--- config.mk ---
export PLATFORM = sky130hd
export DESIGN_NAME = button_debounce_long_press_repeat_unit
export DESIGN_NICKNAME = d
export VERILOG_FILES = /design/src/sv/bdlr_pkg.sv /design/src/sv/bdlr_lane.sv /design/src/sv/bdlr_merge.sv /design/src/sv/button_debounce_long_press_repeat_unit.sv
export VERILOG_INCLUDE_DIRS = /design/src /design/src/sv
export SDC_FILE = /design/constraint.sdc
export NUM_CORES = 1
export LEC_CHECK = 0
export BUFFER_PORTS_ARGS = -buffer_cell sky130_fd_sc_hd__buf_2
export CAP_MARGIN = 20
export CORE_ASPECT_RATIO = 0.8
export CORE_UTILIZATION = 29
export CTS_CLUSTER_DIAMETER = 40
export DETAILED_ROUTE_END_ITERATION = 7
export GPL_TIMING_DRIVEN = 0
export PLACE_DENSITY = 0.47
export SLEW_MARGIN = 25
export SYNTH_ARGS = -nofsm -noshare
export SYNTH_HDL_FRONTEND = slang
export SYNTH_SLANG_ARGS = --single-unit
--- constraint.sdc ---
create_clock -name clk -period 8.3 [get_ports clk]
set_clock_uncertainty 0.2 [all_clocks]
set_input_delay 0.83 -clock clk [delete_from_list [all_inputs] [get_ports clk]]
set_output_delay 0.83 -clock clk [all_outputs]
set_load 0.1 [all_outputs]
--- src/sv/button_debounce_long_press_repeat_unit_macros.svh ---
// Assertion helpers shared by the debounce unit. They sample on clk and
// are switched off while rst is high; both names come from the module scope.
`ifndef BUTTON_DEBOUNCE_LONG_PRESS_REPEAT_UNIT_MACROS_SVH
`define BUTTON_DEBOUNCE_LONG_PRESS_REPEAT_UNIT_MACROS_SVH

// Consequent must hold in the same cycle as the antecedent.
`define BDLR_ASSERT_NOW(lbl, ante, cons, msg) \
  lbl: assert property (@(posedge clk) disable iff (rst) (ante) |-> (cons)) \
    else $error(msg);

// Consequent must hold in the cycle after the antecedent.
`define BDLR_ASSERT_NEXT(lbl, ante, cons, msg) \
  lbl: assert property (@(posedge clk) disable iff (rst) (ante) |=> (cons)) \
    else $error(msg);

`endif

--- src/sv/bdlr_pkg.sv ---
package bdlr_pkg;

  localparam int PIN_W      = 4;
  localparam int SEL_W      = 2;
  localparam int CNT_W      = 16;
  localparam int CFG_IDX_W  = 2;
  localparam int CFG_DATA_W = 16;

  localparam logic [CNT_W-1:0] LONG_PRESS_RESET = 16'd100;
  localparam logic [CNT_W-1:0] REPEAT_RESET     = 16'd25;

  typedef enum logic [1:0] {
    MODE_RELEASED,
    MODE_PRESSED,
    MODE_LONG
  } mode_t;

  typedef enum logic {
    CMD_TICK,
    CMD_QUERY
  } cmd_t;

  typedef enum logic [CFG_IDX_W-1:0] {
    REG_PRESSED_LEVEL,
    REG_LONG_PRESS_TICKS,
    REG_REPEAT_TICKS
  } cfg_reg_t;

  typedef struct packed {
    logic             cmd;
    logic [PIN_W-1:0] pin_levels;
    logic [SEL_W-1:0] button_index;
  } in_item_t;

  typedef struct packed {
    logic             was_pressed;
    logic [PIN_W-1:0] events_now;
    logic [PIN_W-1:0] pending_flags;
  } out_item_t;

  typedef struct packed {
    logic             pressed_level;
    logic [CNT_W-1:0] long_press_ticks;
    logic [CNT_W-1:0] repeat_ticks;
  } cfg_t;

  typedef struct packed {
    logic fire;
    logic flag;
    logic flag_next;
  } lane_status_t;

endpackage

--- src/sv/bdlr_lane.sv ---
`include "button_debounce_long_press_repeat_unit_macros.svh"

module bdlr_lane
  import bdlr_pkg::*;
(
  input  logic         clk,
  input  logic         rst,
  input  logic         tick,
  input  logic         clear,
  input  logic         stable,
  input  logic         level,
  input  cfg_t         cfg,
  output lane_status_t status
);

  mode_t            mode;
  mode_t            mode_next;
  logic [CNT_W-1:0] count;
  logic [CNT_W-1:0] count_next;
  logic [CNT_W-1:0] count_inc;
  logic [CNT_W-1:0] limit;
  logic             flag;
  logic             fire;
  logic             is_pressed;
  logic             step;

  assign count_inc  = count + CNT_W'(1);
  assign limit      = (mode == MODE_PRESSED) ? cfg.long_press_ticks : cfg.repeat_ticks;
  assign is_pressed = (level == cfg.pressed_level);
  assign step       = tick && stable;

  always_comb begin
    mode_next  = mode;
    count_next = count;
    if (step) begin
      unique case (mode)
        MODE_RELEASED: begin
          if (is_pressed) begin
            mode_next = MODE_PRESSED;
          end
        end
        MODE_PRESSED, MODE_LONG: begin
          count_next = count_inc;
          if (count_inc == limit) begin
            mode_next  = MODE_LONG;
            count_next = '0;
          end
          // A release wins over a same-tick event for the next state.
          if (!is_pressed) begin
            mode_next  = MODE_RELEASED;
            count_next = '0;
          end
        end
        default: begin
          mode_next = mode;
        end
      endcase
    end
  end

  always_comb begin
    fire = 1'b0;
    if (step) begin
      unique case (mode)
        MODE_RELEASED:           fire = is_pressed;
        MODE_PRESSED, MODE_LONG: fire = (count_inc == limit);
        default:                 fire = 1'b0;
      endcase
    end
  end

  always_ff @(posedge clk) begin
    if (rst) begin
      mode  <= MODE_RELEASED;
      count <= '0;
      flag  <= 1'b0;
    end else begin
      mode  <= mode_next;
      count <= count_next;
      flag  <= status.flag_next;
    end
  end

  always_comb begin
    status.fire      = fire;
    status.flag      = flag;
    status.flag_next = clear ? 1'b0 : (fire ? 1'b1 : flag);
  end

  `BDLR_ASSERT_NEXT(a_fire_sets_flag, fire, flag, "event did not set the flag")
  `BDLR_ASSERT_NOW(a_released_count_zero, mode == MODE_RELEASED, count == '0,
                   "hold counter nonzero while released")

endmodule

--- src/sv/bdlr_merge.sv ---
module bdlr_merge
  import bdlr_pkg::*;
#(
  parameter int NUM_BUTTONS = 4
) (
  input  lane_status_t     status [NUM_BUTTONS],
  input  logic             query,
  input  logic [SEL_W-1:0] button_index,
  output out_item_t        result
);

  logic [PIN_W-1:0] hit;
  logic [PIN_W-1:0] events;
  logic [PIN_W-1:0] pending;

  // Only the first PIN_W buttons are visible on the result fields.
  for (genvar k = 0; k < PIN_W; k++) begin : g_col
    if (k < NUM_BUTTONS) begin : g_used
      assign hit[k]     = query && (button_index == SEL_W'(k)) && status[k].flag;
      assign events[k]  = status[k].fire;
      assign pending[k] = status[k].flag_next;
    end else begin : g_none
      assign hit[k]     = 1'b0;
      assign events[k]  = 1'b0;
      assign pending[k] = 1'b0;
    end
  end

  always_comb begin
    result.was_pressed   = |hit;
    result.events_now    = events;
    result.pending_flags = pending;
  end

endmodule

--- src/sv/button_debounce_long_press_repeat_unit.sv ---
// Button debouncer with press, long-press and auto-repeat events.
// Input channel (in_valid/in_stall/in_item): a tick transaction (cmd 0) carries
// the raw pin level of every button; a query transaction (cmd 1) reads and
// clears the event flag of button_index. Every input transaction yields exactly
// one output transaction (out_valid/out_stall/out_item) in the same order.
// A button's level counts only once its last three tick samples agree.
// A result goes into the output register, or into the skid buffer while the
// output stalls. One transaction per cycle is accepted while in_stall is low;
// all buttons are handled by parallel lanes that update in the cycle of acceptance.
// The output register is backed by a one-entry skid buffer, so a new
// transaction is still taken while a result waits. in_stall rises only when
// both are full, i.e. after a new transaction arrives while a result is stalled;
// it falls as soon as the receiver takes a result.
// Reset (synchronous rst) clears the sample history, all button machines and
// flags, empties the output stage and loads pressed_level 0, long press 100
// and repeat 25 ticks. Configuration writes (cfg_write, cfg_index, cfg_data)
// take effect at the next edge; an index past the last register is ignored.
`include "button_debounce_long_press_repeat_unit_macros.svh"

module button_debounce_long_press_repeat_unit
  import bdlr_pkg::*;
#(
  parameter int NUM_BUTTONS = 4
) (
  input  logic                  clk,
  input  logic                  rst,
  input  logic                  in_valid,
  output logic                  in_stall,
  input  in_item_t              in_item,
  output logic                  out_valid,
  input  logic                  out_stall,
  output out_item_t             out_item,
  input  logic                  cfg_write,
  input  logic [CFG_IDX_W-1:0]  cfg_index,
  input  logic [CFG_DATA_W-1:0] cfg_data
);

  cfg_t             cfg;
  logic [PIN_W-1:0] newest_sample;
  logic [PIN_W-1:0] middle_sample;
  logic             accept;
  logic             tick;
  logic             query;
  logic             skid_valid;
  out_item_t        skid_item;
  out_item_t        result;
  lane_status_t     status [NUM_BUTTONS];

  assign in_stall = skid_valid;
  assign accept   = in_valid && !in_stall;
  assign tick     = accept && (in_item.cmd == CMD_TICK);
  assign query    = accept && (in_item.cmd == CMD_QUERY);

  always_ff @(posedge clk) begin
    if (rst) begin
      cfg.pressed_level    <= 1'b0;
      cfg.long_press_ticks <= LONG_PRESS_RESET;
      cfg.repeat_ticks     <= REPEAT_RESET;
    end else if (cfg_write) begin
      unique case (cfg_index)
        REG_PRESSED_LEVEL:    cfg.pressed_level    <= cfg_data[0];
        REG_LONG_PRESS_TICKS: cfg.long_press_ticks <= cfg_data[CNT_W-1:0];
        REG_REPEAT_TICKS:     cfg.repeat_ticks     <= cfg_data[CNT_W-1:0];
        default:              cfg                  <= cfg;
      endcase
    end
  end

  always_ff @(posedge clk) begin
    if (rst) begin
      newest_sample <= '0;
      middle_sample <= '0;
    end else if (tick) begin
      newest_sample <= in_item.pin_levels;
      middle_sample <= newest_sample;
    end
  end

  // The stored samples plus the incoming one form the three-sample window.
  for (genvar i = 0; i < NUM_BUTTONS; i++) begin : g_lane
    logic stable;
    logic level;
    logic clear;

    if (i < PIN_W) begin : g_pin
      assign stable = (middle_sample[i] == newest_sample[i]) &&
                      (newest_sample[i] == in_item.pin_levels[i]);
      assign level  = in_item.pin_levels[i];
      assign clear  = query && (in_item.button_index == SEL_W'(i));
    end else begin : g_nopin
      assign stable = 1'b1;
      assign level  = 1'b0;
      assign clear  = 1'b0;
    end

    bdlr_lane u_lane (
      .clk    (clk),
      .rst    (rst),
      .tick   (tick),
      .clear  (clear),
      .stable (stable),
      .level  (level),
      .cfg    (cfg),
      .status (status[i])
    );
  end

  bdlr_merge #(
    .NUM_BUTTONS (NUM_BUTTONS)
  ) u_merge (
    .status       (status),
    .query        (query),
    .button_index (in_item.button_index),
    .result       (result)
  );

  always_ff @(posedge clk) begin
    if (rst) begin
      out_valid  <= 1'b0;
      skid_valid <= 1'b0;
    end else if (!out_valid || !out_stall) begin
      out_valid  <= skid_valid || accept;
      skid_valid <= 1'b0;
    end else if (accept) begin
      skid_valid <= 1'b1;
    end
  end

  always_ff @(posedge clk) begin
    if (!out_valid || !out_stall) begin
      out_item <= skid_valid ? skid_item : result;
    end else if (accept) begin
      skid_item <= result;
    end
  end

  `BDLR_ASSERT_NOW(a_skid_behind_out, skid_valid, out_valid,
                   "skid entry held without an output entry")
  `BDLR_ASSERT_NEXT(a_stalled_accept_fills_skid, accept && out_valid && out_stall,
                    skid_valid, "transaction accepted under stall was not buffered")

endmodule

==> out/qor.txt <==
vias in the first global route: 7564
CP Cell Sequence: ha_1 -> buf_6 -> buf_6 -> mux2i_1 -> and3_1 -> o211a_1 -> o31ai_1 -> nor4_1 -> nand4_1 -> a21oi_2 -> o21a_1
layout cells sized above 1: 10.1%
worst slew pin tran: 999 ps
first-pass GRT wire length: 44500 um
nets: 1216
worst vdd ir: 0.143 mV
CTS tree: done
crit-path max cell delay: 520 ps
Overall Global Routing Usage: 18.6%
Setup crit start kind: flop
EDFF count, synth: 18
mux cell area share after synthesis: 8.60%
final slew viol count: 0
CTS buffer count: 17
Ports: 41
WL/cell: 18.1 um
leading area contributor after synthesis: dfxtp_1
Root Buffer: clkbuf_16
Fin Hold WS: 271 ps
die width: 199 um
Mapped Cells: 1112
Cell Area, Synth: 9040 um^2
area grow syn2layout: 15.2%
crit-path most repeated cell: buf_6
Worst-Skew Late Latency: 440 ps
Routed met3 length: 1870 um
Primary FF master, synth: dfxtp_1
Adder-Cell Fraction of Synth Area: 2.21%
via count: 8223
Ant. Diodes: 0
setup repair bufs after CTS: 0
Max Cap Violations: 0
post-detail-place hpwl: 21600 um
Resize count post-CTS: 0
Synthesized Nets: 1158
Core Footprint: 30500 um^2
most frequent cell after synthesis: nand2_1
clk sink count: 137
Routed Antenna Nets: 0
Synth Register Bits: 137
H-Tree Level Count: 4
Synth Area in XOR/XNOR: 10.7%
hold buffers post-CTS: 0
Power Density: 172 nW/um^2
largest net degree at the start of global routing: 17
synth top area cells: dfxtp_1 (26%), mux2i_1 (8.0%), xnor2_1 (7.7%), nand2_1 (7.1%), edfxtp_1 (6.0%)
post-synth cell types: 71
Tmin final: 3680 ps
Synth top cells by count: nand2_1 (170), dfxtp_1 (119), nor2_1 (79), xnor2_1 (79), mux2i_1 (72)
DR DRC count: 0
kind of critical path: reg -> reg
DR top layer: met4
clock buffer depth: 2
Slew HR: 33.4%
slowest CP cell: mux2i_1
Fmax: 272 MHz
PortBufs: 39
Initial Util: 29.6%
Synth Area in Compound Gates: 15.6%
CP Data Required Time: 8410 ps
cell count along the critical path: 11
RSZ-0062 raised after global routing: false
Yosys top cell area share: 26.4%
Sum Neg Setup Slack: 0 ps
Syn Area/Cell: 8.13 um^2
Crit path max-delay family: simple AND/OR/NAND/NOR gates
Hold Path Depth: 2
Die Area: 31900 um^2
clock slew at reported path FFs: 60 ps
WL met1: 14700 um
simple-gate portion of the synthesized area: 26.0%
CP Max Fanout: 10
Min-Delay Path Class: reg -> reg
Crit. End Element: flop
synth warn: 0
Async SR Flop Fraction: 0%
Via density: 5.15
Seq/Total Area, Yosys: 32.3%
P_leak: 3.71 nW
Die H: 160 um
Initial DRC Count: 539
DR pass1 iterations: 6
# rows: 57
Fin. Hold Viols: 0
final setup fails: 0
status: finished, final reports clean
antenna violations before repair: 0
largest family of logic cells by synthesized area: simple AND/OR/NAND/NOR gates
CP Buf/Inv Count: 2
crit share post-route: 44.3%
Critical Path AT: 3780 ps
Overflow after GRT: 0
met2 routed WL: 11800 um
routability congestion estimate: 0.901
final WL: 28900 um
r2r worst-path depth: 11
## through the flow
| stage | area, um^2 | std cells | total power [W] | util [%] | setup slack, ps |
|---|---|---|---|---|---|
| finish | 10400 | 1596 | 0.00179 | 34.1 | 4620 |
| CTS | 10400 | 1596 | 0.00181 | 34.1 | 4430 |
| detailed placement | 9750 | 1564 | 0.000927 | 31.9 | 4470 |
| global placement | 9750 | 1564 | 0.000927 | 31.9 | 4500 |
| floorplan | 9040 | 1112 | 0.000863 | - | 5270 |
| global route | 10400 | 1596 | 0.00186 | 34.1 | 4360 |
## final cells by class
cell class | instances | area, um^2
well taps | 413 | 517
plain buffers | 66 | 320
clock buffers | 20 | 437
inverters | 24 | 90.1
repair buffers | 39 | 195
clock inverters | 12 | 221
fillers | 3290 | 20100
multi-input cells | 885 | 5710
flip-flops and latches | 137 | 2920
## power breakdown
group | leakage [nW] | internal, W | switching [W] | total, W
clock network | 0.319 | 0.000563 | 0.000316 | 0.000879
logic | 2.24 | 0.0000691 | 0.000141 | 0.000210
registers | 1.15 | 0.000686 | 0.0000178 | 0.000703
## layer usage
metal	GRT usage, %	vias to the layer above
li1	-	4086
met2	25.9	233
met4	5.59	0
met5	0	-
met3	4.39	35
met1	27.9	3869
## cells in the final DEF (no fill, tap or decap), drive strengths merged, types with 5 or more instances in the layout
cell type and n:
buf 68, edfxtp 18, a211oi 9, and2 13, nor3b 5, or4 5, nand3 56, nor2b 7
dfxtp 119, nor4 14, a32oi 17, nor3 34, o22ai 5, xor2 31, bufinv 6, o41ai 5
a21o 26, or2 7, nand4 26, mux2i 72, a31oi 11, and4 8, o21ai 29, a21oi 61
and3 17, nand2b 10, clkbuf 57, nor2 80, inv 25, o31ai 8, or3 15, nand2 171
ha 16, xnor2 79, o21bai 5
## tightest hold or removal path, cell delays in order (launching register included)
cell and delay, ps:
dfxtp_1 320, nand2_1 50, a21oi_1 50
## path summary, 6_finish.rpt
path / endpoint / from / slack [ps]
max: skid_item[1] / g_lane[1].u_lane.mode[0] / 4620
min: middle_sample[3] / middle_sample[3] / 270
min reg2reg: middle_sample[3] / middle_sample[3] / 270
max reg2reg: skid_item[1] / g_lane[1].u_lane.mode[0] / 4620
## registers in the layout, summed over array words and instances, names as in the netlist
register             flops
g_lane.u_lane.count     64
cfg                     33
out_item                 9
skid_item                9
g_lane.u_lane.mode       8
g_lane.u_lane.flag       4
middle_sample            4
newest_sample            4
in_stall                 1
out_valid                1
## cell families (layout without fill, tap and decap cells)
logic type / count (synthesis) / in the layout
flops: 137 / 137
simple gates: 477 / 477
xor+xnor: 110 / 110
mux: 76 / 76
buf+inv: 90 / 161
compound gates: 206 / 206
fa+ha+maj: 16 / 16
Note: power is estimated with default switching activity, not from simulation.
